$ cat src/pvcp_pkg.sv
`timescale 1ns / 1ps

package pvcp_pkg;

  localparam int unsigned CoordW   = 32;
  localparam int unsigned SqW      = 2 * CoordW;
  localparam int unsigned RootW    = CoordW;
  localparam int unsigned CfgDataW = 32;
  localparam int unsigned CfgAddrW = 3;
  localparam int unsigned CfgIdxW  = CfgAddrW - 2;

  localparam logic [CfgIdxW-1:0] RegProjMode = CfgIdxW'(0);

  typedef logic signed [CoordW-1:0] coord_t;

  localparam coord_t CoordMax = {1'b0, {(CoordW-1){1'b1}}};
  localparam coord_t CoordMin = {1'b1, {(CoordW-1){1'b0}}};

  typedef struct packed {
    coord_t point_x;
    coord_t point_y;
    coord_t point_z;
    coord_t vec_u;
    coord_t vec_v;
    coord_t vec_w;
  } pvcp_in_t;

  typedef struct packed {
    coord_t proj_x;
    coord_t proj_y;
    coord_t pvec_x;
    coord_t pvec_y;
    logic   saturated;
  } pvcp_out_t;

  // first coordinate of P(p) and P(p+v), y of p and p+v for the XY case
  typedef struct packed {
    coord_t a0;
    coord_t a1;
    coord_t yb0;
    coord_t yb1;
    logic   sat;
  } pvcp_carry_t;

  typedef struct packed {
    logic [SqW-1:0]   rem;
    logic [RootW-1:0] root;
  } pvcp_root_t;

  typedef struct packed {
    pvcp_carry_t carry;
    pvcp_root_t  rp;
    pvcp_root_t  rq;
  } pvcp_cell_t;

  function automatic coord_t sat_val(input logic signed [CoordW:0] v);
    coord_t res;
    if (v[CoordW] != v[CoordW-1]) begin
      res = v[CoordW] ? CoordMin : CoordMax;
    end else begin
      res = v[CoordW-1:0];
    end
    return res;
  endfunction

  function automatic logic sat_ovf(input logic signed [CoordW:0] v);
    return v[CoordW] ^ v[CoordW-1];
  endfunction

endpackage

$ cat src/pvcp_sqrt_cell.sv
`timescale 1ns / 1ps

module pvcp_sqrt_cell import pvcp_pkg::*; #(
  parameter int unsigned BIT = 0
) (
  input  logic       clk,
  input  logic       rst_n,
  input  logic       up_valid,
  output logic       up_ready,
  input  pvcp_cell_t up,
  output logic       dn_valid,
  input  logic       dn_ready,
  output pvcp_cell_t dn
);

  // decide one root bit: keep it if rem >= (root << (BIT+1)) + 4^BIT
  function automatic pvcp_root_t step(input pvcp_root_t r);
    pvcp_root_t  res;
    logic [SqW:0] trial;
    res   = r;
    trial = ((SqW+1)'(r.root) << (BIT + 1)) | ((SqW+1)'(1) << (2 * BIT));
    if ({1'b0, r.rem} >= trial) begin
      res.rem  = r.rem - trial[SqW-1:0];
      res.root = r.root | (RootW'(1) << BIT);
    end
    return res;
  endfunction

  logic       dn_v_r;
  pvcp_cell_t dn_r, dn_nxt;

  assign up_ready = !dn_v_r || dn_ready;
  assign dn_valid = dn_v_r;
  assign dn       = dn_r;

  always_comb begin
    dn_nxt.carry = up.carry;
    dn_nxt.rp    = step(up.rp);
    dn_nxt.rq    = step(up.rq);
  end

  always_ff @(posedge clk) begin
    if (!rst_n) begin
      dn_v_r <= 1'b0;
    end else if (up_ready) begin
      dn_v_r <= up_valid;
    end
  end

  always_ff @(posedge clk) begin
    if (up_ready && up_valid) begin
      dn_r <= dn_nxt;
    end
  end

endmodule

$ cat config.mk
export PLATFORM = sky130hd
export DESIGN_NAME = pvcp_sqrt_cell
export DESIGN_NICKNAME = d
export VERILOG_FILES = /design/src/pvcp_pkg.sv /design/src/pvcp_sqrt_cell.sv
export SDC_FILE = /design/constraint.sdc
export NUM_CORES = 1
export LEC_CHECK = 0
export ABC_AREA = 1
export BUFFER_PORTS_ARGS = -buffer_cell sky130_fd_sc_hd__buf_2
export CAP_MARGIN = 15
export CORE_AREA = 2 2 254 256
export DETAILED_ROUTE_END_ITERATION = 7
export DIE_AREA = 0 0 256 258
export PLACE_DENSITY = 0.61
export SETUP_SLACK_MARGIN = 0.5
export SLEW_MARGIN = 5
export SYNTH_ARGS = -nofsm -noshare
export SYNTH_HDL_FRONTEND = slang
export SYNTH_SLANG_ARGS = --single-unit
$ cat constraint.sdc
create_clock -name clk -period 66.7 [get_ports clk]
set_clock_uncertainty 0.2 [all_clocks]
set_input_delay 13.34 -clock clk [delete_from_list [all_inputs] [get_ports clk]]
set_output_delay 13.34 -clock clk [all_outputs]
set_load 0.03 [all_outputs]
======== Word-level counts from Yosys, hierarchy flattened ========
Index checks and enable logic that the tools add are counted.
storage, ports and cells
  register bits ........................... 322
  output and inout bits ................... 323
  logic and storage cells ................. 21
cells by class
  add/sub/neg operators ................... 2
  magnitude comparators ................... 2
  multiplexer cells ....................... 2
  reduce and logical (&&, ||, !) cells .... 3
operators with widths
  operator           number
  $mux 96            2
  $ge 64x33->1       2
  $sub 64x33->64     2
  $logic_and 1x1->1  1
  $logic_not 1->1    1
  $logic_or 1x1->1   1

======== Depth between registers and ports, before layout ========
  word-level depth ........................ 3
  mapped depth ............................ 19

======== Worst setup path after synthesis ========
OpenSTA, ideal clock, no wires.
  kind .................................... input -> register
  start ................................... input up_valid
  end ..................................... register dn_r, in the netlist dn[0], enable pin
  arrival ................................. 28756 ps
  data required time ...................... 65389 ps
  path slack .............................. 36633 ps
  cell stages on the path ................. 2
  path buffers ............................ 0
  path through ............................ inv_1 -> a21oi_1
on the way
  word-level cells in the longest chain between the ends .. 1
ends and longest elaborated chain
  what                  RTL line              text
  from (decl)           pvcp_sqrt_cell.sv:8   input logic up_valid,
  $logic_and 1x1->1     pvcp_sqrt_cell.sv:51  if (up_ready && up_valid) begin
  to (signal assigned)  pvcp_sqrt_cell.sv:52  dn_r <= dn_nxt;
  to (decl)             pvcp_sqrt_cell.sv:30  pvcp_cell_t dn_r, dn_nxt;
No other way between the ends.
A chain may end at the register's enable or synchronous reset.

======== Worst setup path in the final report ========
  start ................................... input dn_ready
  end ..................................... output up_ready
on the way
  word-level cells in the longest chain between the ends .. 1
ends and longest elaborated chain
  what              RTL line              text
  from (decl)       pvcp_sqrt_cell.sv:12  input logic dn_ready,
  $logic_or 1x1->1  pvcp_sqrt_cell.sv:32  assign up_ready = !dn_v_r || dn_ready;
  to (decl)         pvcp_sqrt_cell.sv:9   output logic up_ready,
No other way between the ends.

==> run summary <==
root buf cell = clkbuf_16
H-tree Lvls = 2
Peak Freq = 0.0365 GHz
met3 wire len = 6510 um
Slew HR = 25.3%
start point of the critical path = dn_ready
share of cells above drive strength 1 = 27.6%
Remaining Overflow, GRT = 0
Netlist cell types = 36
Synth Instances = 2388
Synth Area in Compound Gates = 6.12%
starting density of the core = 30.5%
Pleak = 12.0 nW
clock group share of total power = 36.0%
Fillers = 6587
Final period util = 41.0%
Detailed Route WL = 75800 um
CP endpoint kind = output port
total CTS buffers = 39
top routing layer in use = met5
initial antenna violation count = 17
worst setup path end = up_ready
# IOs = 648
Clock Tree Buf Depth = 3
R2R cell count = 4
Ys Warns = 0
clk slew on worst S/H paths = 0.06 ns
Post-layout nets = 3454
required time worst endpoint = 53.16 ns
full die area = 0.0660 mm^2
met2 WL post-DR = 33700 um
DRT antenna net count = 0
Post-synth ARST share = 0%
Die X = 256 um
All-Layer GR Usage = 22.4%
syn_nets = 2781
wl on met1 = 34300 um
PortBufs = 647
largest net degree at the start of global routing = 84
biggest fanout along the worst timing path = 2
Finish-stage setup viols = 0
number of global-route vias before repair = 16799
crit path DAT = 13.83 ns
router iterations before antenna repair = 5
number of synthesized flops with an enable pin = 321
Synth Area in XOR/XNOR = 2.67%
Combinational Power Share = 22.7%
Syn Area/Cell = 8.12 um^2
mux contribution to synthesized area = 0%
Resize count post-CTS = 0
Flop pwr share = 41.3%
RSZ-0062 raised after global routing = false
first-pass GRT wire length = 109000 um
Pins Over Slew Limit = 0
Die Ht = 258 um
Setup Fix Bufs, Post-CTS = 0
via/cell ratio = 4.52
P&R area growth vs syn = 28.1%
worst hold path class = flop to flop
RePlAce Congestion = 0.999
Adder-Cell Fraction of Synth Area = 4.47%
drt drc = 0
WS Path Type = input port to output port
Critical Path Source Type = input port
worst r2r src = dn_valid
post-place setup slack = 39.32 ns
CTS tree = yes
Sink Count = 322
Power Dens Cells = 24.0 mW/mm^2
number of hold buffers added after CTS = 0
r2r setup slk = 62.92 ns
switch share = 32.3%
max cap viols = 0
post-route minimum period = 27.37 ns
Final Hold Vio Count = 0
status = complete, no violations
row count = 93
Internal = 0.404 mW
clk_lat worst skew = 0.57 ns
most used flip-flop cell after synthesis = edfxtp_1
initial drt markers = 1524
Yosys reg bits = 322
reg-to-reg endpoint = dn[72]
post-synthesis simple-gate area fraction = 27.2%
half-perimeter wire length after placement = 63600 um
register area share after synthesis = 49.8%
combinational family with the most area after synthesis = simple AND/OR/NAND/NOR gates
Vias = 17892
DR WL/cell = 19.2 um
net switching power = 0.193 mW
Tightest Pin Transition = 1.12 ns
Final TNS setup = 0 ns
Core ar. = 0.0636 mm^2
peak supply drop = 17.6 uV
Final WS setup = 39.33 ns
Post-Syn Area = 0.0194 mm^2
[per-layer routing]
metal,track usage [%],vias up
met2,35.5,716
met3,4.68,75
li1,-,8891
met4,4.34,8
met5,0,-
met1,31.7,8202
[final cells by class]
type                            instances  area (um^2)  area share [%]
Inverter                              444         1670            6.72
Timing Repair Buffer                  654         3290            13.3
Clock buffer                           47         1010            4.05
Tap cell                              855         1070            4.31
Antenna cell                           10         25.0           0.101
Clock inverter                         23          249            1.00
Sequential cell                       322         9660            38.9
Multi-Input combinational cell       1600         7860            31.7
[registers in the layout, indices dropped and copies added (netlist names)]
| name | count |
|---|---|
| dn | 321 |
| dn_valid | 1 |
[worst min-delay path by stage]
stage,start,end,depth (start not counted)
2_1_floorplan,dn_valid,dn_valid,2
3_3_place_gp,dn_valid,dn_valid,2
3_5_place_dp,dn_valid,dn_valid,2
4_1_cts,dn_valid,dn_valid,2
5_1_grt,dn_valid,dn_valid,2
6_report,dn_valid,dn_valid,2
[layout by cell type, fill, tap and decap left out, drive strengths merged]
cell        n
nand2     878
buf       654
inv       448
edfxtp    321
nor2      258
nand3     113
a21oi     103
ha         66
o21ai      57
clkbuf     47
xnor2      42
nor3       30
xor2       17
nand4      16
clkinv     14
diode      10
o21bai      7
or2         3
bufinv      3
o21a        2
nand3b      2
a21boi      2
fa          2
clkinvlp    2
a21o        1
and3        1
dfxtp       1
[synth_stat cells (16+ instances only)]
cell type / number / area, um^2
o21ai_1: 21 / 105
ha_1: 66 / 826
o21ai_2: 24 / 210
nand4_1: 16 / 100
nor2_1: 244 / 916
nand2_1: 846 / 3180
xnor2_1: 42 / 368
inv_1: 435 / 1630
nand2_2: 29 / 181
nand3_1: 111 / 556
edfxtp_1: 321 / 9640
a21oi_1: 48 / 240
a21oi_2: 55 / 482
xor2_1: 17 / 149
nor3_1: 28 / 140
[stage by stage]
| step | instance area [um^2] | power, mW | hold WS (ns) | util [%] | instances |
|---|---|---|---|---|---|
| global route | 24800 | 0.622 | 0.391 | 39.0 | 3945 |
| global placement | 23600 | 0.386 | 0.338 | 37.0 | 3875 |
| detailed placement | 23600 | 0.386 | 0.341 | 37.0 | 3875 |
| finish | 24800 | 0.597 | 0.356 | 39.0 | 3955 |
| floorplan | 19400 | 0.342 | 0.661 | - | 2388 |
| CTS | 24800 | 0.603 | 0.359 | 39.0 | 3945 |
[power by group through the flow]
stage	clock, mW	sequential, mW	combinational, mW
floorplan	0	0.287	0.0543
global placement	0	0.251	0.135
detailed placement	0	0.251	0.135
CTS	0.221	0.247	0.136
global route	0.228	0.248	0.147
finish	0.215	0.247	0.136
[logic make-up (layout without fill, tap and decap cells)]
logic type / Yosys count / after routing
compound gates: 172 / 172
xor+xnor: 59 / 59
fa+ha+maj: 68 / 68
buf+inv: 466 / 1168
flops: 322 / 322
other cells: 0 / 10
simple gates: 1301 / 1301
[critical path: stages]
cell and delay (ns):
buf_2 0.09, inv_1 0.13, nand2_1 0.09, buf_2 0.18
Note: power is estimated with default switching activity, not from simulation.
