### src/pvcp_pkg.sv
`timescale 1ns / 1ps

package pvcp_pkg;

  localparam int unsigned CoordW   = 32;
  localparam int unsigned SqW      = 2 * CoordW;
  localparam int unsigned RootW    = CoordW;
  localparam int unsigned CfgDataW = 32;
  localparam int unsigned CfgAddrW = 3;
  localparam int unsigned CfgIdxW  = CfgAddrW - 2;

  localparam logic [CfgIdxW-1:0] RegProjMode = CfgIdxW'(0);

  typedef logic signed [CoordW-1:0] coord_t;

  localparam coord_t CoordMax = {1'b0, {(CoordW-1){1'b1}}};
  localparam coord_t CoordMin = {1'b1, {(CoordW-1){1'b0}}};

  typedef struct packed {
    coord_t point_x;
    coord_t point_y;
    coord_t point_z;
    coord_t vec_u;
    coord_t vec_v;
    coord_t vec_w;
  } pvcp_in_t;

  typedef struct packed {
    coord_t proj_x;
    coord_t proj_y;
    coord_t pvec_x;
    coord_t pvec_y;
    logic   saturated;
  } pvcp_out_t;

  // first coordinate of P(p) and P(p+v), y of p and p+v for the XY case
  typedef struct packed {
    coord_t a0;
    coord_t a1;
    coord_t yb0;
    coord_t yb1;
    logic   sat;
  } pvcp_carry_t;

  typedef struct packed {
    logic [SqW-1:0]   rem;
    logic [RootW-1:0] root;
  } pvcp_root_t;

  typedef struct packed {
    pvcp_carry_t carry;
    pvcp_root_t  rp;
    pvcp_root_t  rq;
  } pvcp_cell_t;

  function automatic coord_t sat_val(input logic signed [CoordW:0] v);
    coord_t res;
    if (v[CoordW] != v[CoordW-1]) begin
      res = v[CoordW] ? CoordMin : CoordMax;
    end else begin
      res = v[CoordW-1:0];
    end
    return res;
  endfunction

  function automatic logic sat_ovf(input logic signed [CoordW:0] v);
    return v[CoordW] ^ v[CoordW-1];
  endfunction

endpackage

### src/pvcp_back.sv
`timescale 1ns / 1ps

module pvcp_back import pvcp_pkg::*; (
  input  logic       clk,
  input  logic       rst_n,
  input  logic       mode,
  input  logic       up_valid,
  output logic       up_ready,
  input  pvcp_cell_t up,
  output logic       out_valid,
  input  logic       out_ready,
  output pvcp_out_t  out
);

  coord_t                 r0, r1, b0, b1;
  logic                   rsat;
  logic signed [CoordW:0] dx, dy;
  logic                   out_v_r;
  pvcp_out_t              out_r, out_nxt;

  assign up_ready  = !out_v_r || out_ready;
  assign out_valid = out_v_r;
  assign out       = out_r;

  always_comb begin
    r0   = up.rp.root[RootW-1] ? CoordMax : coord_t'(up.rp.root);
    r1   = up.rq.root[RootW-1] ? CoordMax : coord_t'(up.rq.root);
    rsat = mode && (up.rp.root[RootW-1] || up.rq.root[RootW-1]);
    b0   = mode ? r0 : up.carry.yb0;
    b1   = mode ? r1 : up.carry.yb1;
    dx   = {up.carry.a1[CoordW-1], up.carry.a1} - {up.carry.a0[CoordW-1], up.carry.a0};
    dy   = {b1[CoordW-1], b1} - {b0[CoordW-1], b0};
    out_nxt.proj_x    = up.carry.a0;
    out_nxt.proj_y    = b0;
    out_nxt.pvec_x    = sat_val(dx);
    out_nxt.pvec_y    = sat_val(dy);
    out_nxt.saturated = up.carry.sat | rsat | sat_ovf(dx) | sat_ovf(dy);
  end

  always_ff @(posedge clk) begin
    if (!rst_n) begin
      out_v_r <= 1'b0;
    end else if (up_ready) begin
      out_v_r <= up_valid;
    end
  end

  always_ff @(posedge clk) begin
    if (up_ready && up_valid) begin
      out_r <= out_nxt;
    end
  end

endmodule

### config.mk
export PLATFORM = sky130hd
export DESIGN_NAME = pvcp_back
export DESIGN_NICKNAME = d
export VERILOG_FILES = /design/src/pvcp_pkg.sv /design/src/pvcp_back.sv
export SDC_FILE = /design/constraint.sdc
export NUM_CORES = 1
export LEC_CHECK = 0
export ABC_AREA = 0
export BUFFER_PORTS_ARGS = -buffer_cell sky130_fd_sc_hd__buf_4
export CORE_AREA = 8 8 171 173
export DETAILED_ROUTE_END_ITERATION = 10
export DIE_AREA = 0 0 179 181
export GPL_TIMING_DRIVEN = 0
export PLACE_DENSITY_LB_ADDON = 0.1
export RECOVER_POWER = 100
export SLEW_MARGIN = 20
export SYNTH_ARGS = -nofsm -noshare
export SYNTH_HDL_FRONTEND = slang
export SYNTH_SLANG_ARGS = --single-unit
export TNS_END_PERCENT = 30
### constraint.sdc
create_clock -name clk -period 10.75 [get_ports clk]
set_input_delay 2.15 -clock clk [delete_from_list [all_inputs] [get_ports clk]]
set_output_delay 2.15 -clock clk [all_outputs]
set_load 0.01 [all_outputs]
After elaboration in Yosys (flattened, before gate mapping) --
Cells that the tools add are included.
Cells by class: $lt $le $gt $ge 0, add/sub/neg operators 2, multipliers 0, bitwise operators 5, reduce and logical (&&, ||, !) cells 5, multiplexer cells 8, divide/modulo/power cells 0, equal/unequal tests 2, shift-type cells 0
Operators by type and width (count):
- 2-to-1 mux 32 bit | 6
- subtractor 32 x 32 -> 33 bit | 2
- 2-to-1 mux 31 bit | 2
- OR 1 bit | 3
- logical AND 1 bit | 2
- logical OR 1 bit | 2
- != test 1 bit | 2
- bitwise XOR 1 bit | 2
- zero test 1 bit | 1
Word-level totals: memory bits (writable) 0, memories 0, latch bits 0, output and inout port bits 131, bits of input ports 326, ROM bits 0, bits in registers 130

Logic depth before layout (Yosys ltp) --
Gate-level depths: netlist (run 1).
word-level depth 5, mapped depth 16

Worst setup path after synthesis (run 1) --
No wires, ideal clock.
path kind input-to-reg, start input port out_ready, end register out_r (netlist bit out[0]) (enable), slack 4.920 ns, data required time 10.246 ns, cell stages on the path 2, buffers on the path 0, setup time 0.504 ns, arrival time 5.327 ns, cells stage by stage nand2b_1 > and2_1
Between the ends: word-level cells in the longest chain between the ends 2
Ends and longest elaborated chain:
- from (decl) | line pvcp_back.sv:11 | input logic out_ready,
- logical OR 1 bit | line pvcp_back.sv:21 | assign up_ready = !out_v_r || out_ready;
- logical AND 1 bit | line pvcp_back.sv:49 | if (up_ready && up_valid) begin
- to (signal assigned) | line pvcp_back.sv:50 | out_r <= out_nxt;
- to (decl) | line pvcp_back.sv:19 | pvcp_out_t out_r, out_nxt;
No other way between the ends. A chain may end at the register's enable or synchronous reset.

==> load_flow_metrics.sql, run 1 <==
INSERT INTO impl_metrics (metric_group, metric, value, unit) VALUES
('synth', 'synth_edf_count', '129', ''),
('clock_network', 'cts_sinks', '130', ''),
('synth', 'netlist.top_cell.by_area', 'sky130_fd_sc_hd__edfxtp_1', ''),
('synth', 'synthesis.instances', '833', ''),
('cells_and_area', 'finish.instance_area', '0.0115', 'sq mm'),
('cells_and_area', 'finish.utilization', '43.5', '%'),
('cells_and_area', 'multi_input_area', '0.00426', 'sq mm'),
('detailed_routing', 'routed_wl', '28.8', 'mm'),
('clock_network', 'cts_made_buffers', '17', ''),
('synth', 'ys_async_sr_fraction', '0', '%'),
('floorplan', 'fp.dieArea', '0.0324', 'sq mm'),
('power', 'static_power_due_to_leakage', '4.77', 'nW'),
('cells_and_area', 'area_growth_syn_to_layout', '33.5', '%'),
('setup_path', 'criticalPathCategory', 'in -> reg', ''),
('place', 'port_buffers', '328', ''),
('clock_network', 'clock_tree_buf_depth', '2', ''),
('clock_network', 'htree_levels', '4', ''),
('cells_and_area', 'regArea', '0.00389', 'sq mm'),
('clock_network', 'clk_root_buffer_cell', 'sky130_fd_sc_hd__clkbuf_16', ''),
('detailed_routing', 'wire_length_per_cell_after_detailed_routing', '18.8', 'um'),
('detailed_routing', 'drc_errors', '0', ''),
('status', 'violations', 'max-capacitance violations, max-slew violations', ''),
('place', 'dp_hpwl', '23.7', 'mm'),
('setup_path', 'most_numerous_cell_on_the_critical_path', 'sky130_fd_sc_hd__clkbuf_1', ''),
('synth', 'netlist-cell-type-count', '75', ''),
('sta', 'timing.final.hold_violations', '0', ''),
('synth', 'synthesis.nets', '1225', ''),
('synth', 'yosys_warnings', '0', ''),
('synth', 'yosys-top-cells-area', 'sky130_fd_sc_hd__edfxtp_1 (45%), sky130_fd_sc_hd__ha_1 (9.3%), sky130_fd_sc_hd__a21oi_1 (4.2%)', ''),
('synth', 'syn-cell-area', '0.00864', 'sq mm'),
('status', 'status', 'finished with violations', ''),
('place', 'place_congestion', '0.921', ''),
('global_routing', 'grt_remaining_overflow', '0', ''),
('min_path', 'timing.hold.worst.class', 'reg -> reg', ''),
('global_routing', 'via_count_of_the_first_global_routing_pass', '8025', ''),
('clock_network', 'post_cts_hold_buffer_count', '0', ''),
('sta', 'transition_time_of_the_tightest_slew_check_pin', '3070', 'ps'),
('power', 'power.density_cell_area', '160', 'mW/mm^2'),
('synth', 'ys_seq_area_share', '45.1', '%'),
('setup_path', 'worst_ep_required', '10980', 'ps'),
('floorplan', 'io_pins', '457', ''),
('setup_path', 'dominant_delay_contributor_by_cell_family_on_the_critical_path', 'compound AO/OA/AOI/OAI gates', ''),
('clock_network', 'cts_setup_buffers', '0', ''),
('cells_and_area', 'layout.nets', '1574', ''),
('global_routing', 'antenna_found_initial', '1', ''),
('sta', 'setup-tns-final', '0', 'ps'),
('floorplan', 'floorplan.die.height', '181', 'um'),
('setup_path', 'critPathMaxStageDelay', '610', 'ps'),
('global_routing', 'globalRouteMet1Util', '20.9', '%'),
('setup_path', 'worstPathCellList', 'clkbuf_1 -> clkbuf_1 -> clkbuf_1 -> o22ai_1 -> ha_1 -> fa_1 -> nor2b_4 -> o31a_1 -> o311ai_0 -> a21boi_0 -> a21oi_4 -> o211ai_1 -> a41o_1 -> nand2_1 -> clkbuf_1 -> a21oi_1', ''),
('synth', 'synth.ff_latch_count', '130', ''),
('setup_path', 'worst_setup_path_end_kind', 'register', ''),
('cells_and_area', 'drive_above_1_share', '19.7', '%'),
('sta', 'min_hold_slack', '574', 'ps'),
('setup_path', 'critPathMaxFanout', '10', ''),
('cells_and_area', 'insertedDiodeCount', '0', ''),
('detailed_routing', 'detail_route.iter0.violations', '343', ''),
('global_routing', 'pin_count_of_the_biggest_net_entering_global_routing', '52', ''),
('sta', 'fmax', '142', 'MHz'),
('global_routing', 'gr-usage-met3', '4.82', '%'),
('sta', 'final-max-slew-violation-count', '134', ''),
('floorplan', 'num_rows', '60', ''),
('clock_network', 'clk_pin_slew', '70', 'ps'),
('run', 'timing.max_cap.violations', '3', ''),
('global_routing', 'grtUsageTotal', '17.3', '%'),
('setup_path', 'cp_num_buf_inv', '4', ''),
('detailed_routing', 'vias_per_cell', '4.97', ''),
('place', 'placed_cells', '1504', ''),
('cells_and_area', 'final-instance-count-excl-fill', '1536', ''),
('sta', 'post-route-min-period', '7020', 'ps'),
('clock_network', 'clk_latency', '420', 'ps');
## per-layer routing
metal	part of all wire, %	vias up
met4	2.1	2
met2	48	251
li1	-	3831
met1	42	3514
met5	0.045	-
met3	7.9	36
## layout by cell type (no fill, tap or decap), types with 6 or more instances in the layout
cell type / synthesis / routed
sky130_fd_sc_hd__o22ai_1: 32 / 32
sky130_fd_sc_hd__a21o_1: 34 / 34
sky130_fd_sc_hd__edfxtp_1: 129 / 129
sky130_fd_sc_hd__nand4_1: 8 / 8
sky130_fd_sc_hd__maj3_1: 6 / 6
sky130_fd_sc_hd__o21ai_0: 60 / 70
sky130_fd_sc_hd__clkbuf_16: 0 / 17
sky130_fd_sc_hd__nor2_1: 28 / 28
sky130_fd_sc_hd__clkbuf_4: 0 / 21
sky130_fd_sc_hd__xor2_1: 22 / 22
sky130_fd_sc_hd__a21oi_1: 73 / 73
sky130_fd_sc_hd__xnor2_1: 33 / 33
sky130_fd_sc_hd__clkbuf_1: 17 / 169
sky130_fd_sc_hd__nor2b_1: 12 / 12
sky130_fd_sc_hd__nand3_1: 10 / 10
sky130_fd_sc_hd__and3_1: 7 / 7
sky130_fd_sc_hd__ha_1: 64 / 64
sky130_fd_sc_hd__o22a_1: 30 / 30
sky130_fd_sc_hd__a31oi_1: 7 / 9
sky130_fd_sc_hd__buf_4: 0 / 162
sky130_fd_sc_hd__nand2_1: 38 / 40
sky130_fd_sc_hd__nand2b_1: 14 / 14
sky130_fd_sc_hd__inv_1: 81 / 81
sky130_fd_sc_hd__o21a_1: 9 / 9
sky130_fd_sc_hd__buf_2: 11 / 8
sky130_fd_sc_hd__nor3_1: 8 / 8
## where the power goes
group          switching, W  internal (W)
logic              0.000343      0.000231
registers         0.0000166      0.000655
clock network      0.000253      0.000349
## state kept, by name (all words and copies together) (netlist names)
register   cells
out_valid      1
out          129
## layout make-up
type                            instances  area share (%)
Buffer                                 32            1.13
Inverter                               81            2.64
Sequential cell                       130            33.8
Tap cell                              341            3.70
Clock buffer                           17            3.69
Multi-Input combinational cell        590            36.9
Clock inverter                         15            1.50
Timing Repair Buffer                  330            16.7
## path summary, 6_finish.rpt
kind | endpoint | startpoint | depth (start not counted) | slack (ps)
worst max-delay path | out[21]$_DFFE_PP_ | mode | 16 | 3730
worst min-delay path | out_valid$_SDFFE_PN0N_ | out_valid$_SDFFE_PN0N_ | 2 | 570
worst max register to register | out[87]$_DFFE_PP_ | out_valid$_SDFFE_PN0N_ | 3 | 5430
worst min register to register | out_valid$_SDFFE_PN0N_ | out_valid$_SDFFE_PN0N_ | 2 | 570
## worst min-delay path, cell delays in order, from the launching register on
cell,delay [ps]
sky130_fd_sc_hd__dfxtp_1,310
sky130_fd_sc_hd__nand2b_1,120
sky130_fd_sc_hd__a21boi_0,100
## through the flow
stage / power, W / worst slack (ps)
floorplan: 0.00105 / 4920
global placement: 0.00132 / 3210
detailed placement: 0.00132 / 3990
CTS: 0.00194 / 4420
global route: 0.00196 / 3320
finish: 0.00185 / 3730
## kinds of logic after synthesis
kind of cell,after synthesis,share of synthesized area [%]
mux,2,0.246
simple gates,150,9.21
flops,130,45.1
xor+xnor,57,6.08
buf+inv,113,5.08
fa+ha+maj,72,10.4
compound gates,309,23.9
No activity file was read; power rests on OpenSTA's default activity.
==> inputs of run 2 (changes only) <==
==> constraint.sdc (replaced) <==
create_clock -name clk -period 5.87 [get_ports clk]
set_input_delay 1.174 -clock clk [delete_from_list [all_inputs] [get_ports clk]]
set_output_delay 1.174 -clock clk [all_outputs]
set_load 0.01 [all_outputs]
==> load_flow_metrics.sql, run 2 (same netlist as run 1, synthesis figures left out) <==
INSERT INTO impl_metrics (metric_group, metric, value, unit) VALUES
('sta', 'max-slew-margin-rel', '-94.5', '%'),
('cells_and_area', 'area_growth_syn_to_layout', '33.7', '%'),
('setup_path', 'worstPathArrival', '5590', 'ps'),
('power', 'report.power.total', '0.00339', 'W'),
('global_routing', 'first_pass_grt_wire_length', '44.0', 'mm'),
('clock_network', 'clock_tree_from_tritoncts', 'yes', ''),
('global_routing', 'pin_count_of_the_biggest_net_entering_global_routing', '52', ''),
('clock_network', 'cts_setup_buffers', '0', ''),
('sta', 'setup_violations', '0', ''),
('power', 'static_power_due_to_leakage', '4.78', 'nW'),
('power', 'vdd.ir_drop.worst', '0.126', 'mV'),
('clock_network', 'post_cts_hold_buffer_count', '0', ''),
('detailed_routing', 'routed-via-count', '7651', ''),
('sta', 'timing.final.hold_violations', '0', ''),
('clock_network', 'clk_root_buffer_cell', 'sky130_fd_sc_hd__clkbuf_16', ''),
('sta', 'final-max-slew-violation-count', '82', ''),
('power', 'share_clk_of_total_power', '32.6', '%'),
('sta', 'period_share', '91.4', '%'),
('cells_and_area', 'layout_commonest_cell', 'sky130_fd_sc_hd__clkbuf_1', ''),
('cells_and_area', 'drive_above_1_share', '20.3', '%'),
('cells_and_area', 'insertedDiodeCount', '0', ''),
('cells_and_area', 'regArea', '0.00389', 'sq mm'),
('setup_path', 'crit_path_start_kind', 'input pin', ''),
('setup_path', 'worst_ep_required', '6100', 'ps'),
('power', 'pwr-share-seq', '36.2', '%'),
('power', 'power.net_switching', '0.00113', 'W'),
('place', 'port_buffers', '328', ''),
('global_routing', 'antenna_found_initial', '1', ''),
('setup_path', 'critPathMaxFanout', '10', ''),
('global_routing', 'grt_remaining_overflow', '0', ''),
('cells_and_area', 'multi_input_area', '0.00428', 'sq mm'),
('floorplan', 'initial_utilization', '32.6', '%'),
('power', 'power.density_cell_area', '293', 'mW/mm^2'),
('cells_and_area', 'finish.utilization', '43.6', '%'),
('clock_network', 'clk_latency', '420', 'ps'),
('status', 'violations', 'max-capacitance violations, max-slew violations', ''),
('floorplan', 'floorplan.die.height', '181', 'um'),
('global_routing', 'via_count_of_the_first_global_routing_pass', '8025', ''),
('floorplan', 'io_pins', '457', ''),
('sta', 'setup-tns-final', '0', 'ps'),
('power', 'power.internal', '0.00226', 'W'),
('power', 'power.share.combinational', '31.2', '%'),
('setup_path', 'worst_setup_path_end_kind', 'register', ''),
('status', 'status', 'finished with violations', ''),
('floorplan', 'num_rows', '60', ''),
('sta', 'rsz0062_at_grt', 'no', ''),
('cells_and_area', 'fill_cells', '2700', ''),
('sta', 'post-route-min-period', '5370', 'ps'),
('detailed_routing', 'vias_per_cell', '4.98', ''),
('sta', 'layout_setup_ws', '505', 'ps'),
('cells_and_area', 'layout.nets', '1574', ''),
('sta', 'transition_time_of_the_tightest_slew_check_pin', '2920', 'ps'),
('floorplan', 'fp.dieArea', '0.0324', 'sq mm'),
('floorplan', 'dieWidth', '179', 'um'),
('clock_network', 'clk_pin_slew', '70', 'ps'),
('detailed_routing', 'wire_length_per_cell_after_detailed_routing', '18.8', 'um'),
('clock_network', 'clock_tree_buf_depth', '2', ''),
('place', 'detailedPlace.worstSlack', '81.7', 'ps'),
('clock_network', 'post_cts.resized_instances', '0', ''),
('detailed_routing', 'ant_nets', '0', ''),
('sta', 'fmax', '186', 'MHz'),
('place', 'dp_hpwl', '23.7', 'mm'),
('sta', 'fin_worst_skew', '10.6', 'ps'),
('sta', 'min_hold_slack', '577', 'ps'),
('detailed_routing', 'drc_errors', '0', ''),
('power', 'power.share.switching', '33.3', '%'),
('place', 'place_congestion', '0.921', ''),
('detailed_routing', 'drtPass1Iterations', '5', ''),
('floorplan', 'core', '0.0265', 'sq mm'),
('clock_network', 'cts_made_buffers', '17', ''),
('run', 'timing.max_cap.violations', '2', ''),
('clock_network', 'htree_levels', '4', ''),
('cells_and_area', 'largest_register_ff_count', '129', ''),
('detailed_routing', 'routed_wl', '28.9', 'mm'),
('min_path', 'timing.hold.worst.class', 'reg -> reg', ''),
('global_routing', 'grtUsageTotal', '17.3', '%'),
('cells_and_area', 'layout.cells.most_common_list', 'sky130_fd_sc_hd__clkbuf_1 (166), sky130_fd_sc_hd__buf_4 (162), sky130_fd_sc_hd__edfxtp_1 (129)', ''),
('detailed_routing', 'detail_route.iter0.violations', '346', ''),
('clock_network', 'cts_sinks', '130', ''),
('setup_path', 'criticalPathCategory', 'in -> reg', '');
-- run 2: cell count changes in the layout (fill, tap and decap cells not counted), sizes merged --
cell and change:
buf +2, clkbuf -2
-- run 2: cell type report --
cell class | instances | area share, %
buffer | 32 | 1.15
clock buffer | 17 | 3.68
clock inverter | 15 | 1.49
inverter | 81 | 2.63
multi-input combinational | 590 | 37.0
sequential | 130 | 33.7
tap | 341 | 3.69
timing repair buffer | 330 | 16.7
-- run 2: worst paths after layout --
check / start / to / slack, ps / depth (start not counted)
min: out_valid$_SDFFE_PN0N_ / out_valid$_SDFFE_PN0N_ / 580 / 2
max: mode / out[21]$_DFFE_PP_ / 500 / 16
min reg2reg: out_valid$_SDFFE_PN0N_ / out_valid$_SDFFE_PN0N_ / 580 / 2
max reg2reg: out_valid$_SDFFE_PN0N_ / out[26]$_DFFE_PP_ / 1350 / 3
-- run 2: through the flow --
step                      std cells  cell area, sq um
after detailed placement       1504             11600
after CTS                      1536             12200
after global placement         1502             11500
after floorplan                 833              8640
after global routing           1536             11600
final                          1536             11600
-- run 2: critical path: stages --
cell and delay (ps):
sky130_fd_sc_hd__clkbuf_1 200, sky130_fd_sc_hd__clkbuf_1 360, sky130_fd_sc_hd__clkbuf_1 460, sky130_fd_sc_hd__o22ai_1 240
sky130_fd_sc_hd__ha_1 270, sky130_fd_sc_hd__fa_1 460, sky130_fd_sc_hd__nor2b_4 130, sky130_fd_sc_hd__o31a_1 190
sky130_fd_sc_hd__o311ai_2 120, sky130_fd_sc_hd__a21boi_2 290, sky130_fd_sc_hd__a21oi_4 120, sky130_fd_sc_hd__o211ai_1 400
sky130_fd_sc_hd__a41o_1 500, sky130_fd_sc_hd__nand2_4 170, sky130_fd_sc_hd__buf_2 240, sky130_fd_sc_hd__a21oi_1 250
-- run 2: power by group through the flow --
stage          Clock, W  Sequential, W  Combinational (W)
3_3_place_gp          0        0.00126            0.00116
5_1_grt         0.00117        0.00124            0.00118
3_5_place_dp          0        0.00125            0.00117
2_1_floorplan         0        0.00132           0.000612
4_1_cts         0.00114        0.00123            0.00118
6_report        0.00111        0.00123            0.00106
-- run 2: routing by layer --
metal / share of wire (%) / GRT usage [%] / vias up
met5: 0.045 / 0 / -
met2: 48 / 29.5 / 252
li1: - / - / 3827
met4: 2.1 / 5.13 / 2
met1: 42 / 20.9 / 3534
met3: 7.8 / 4.82 / 36
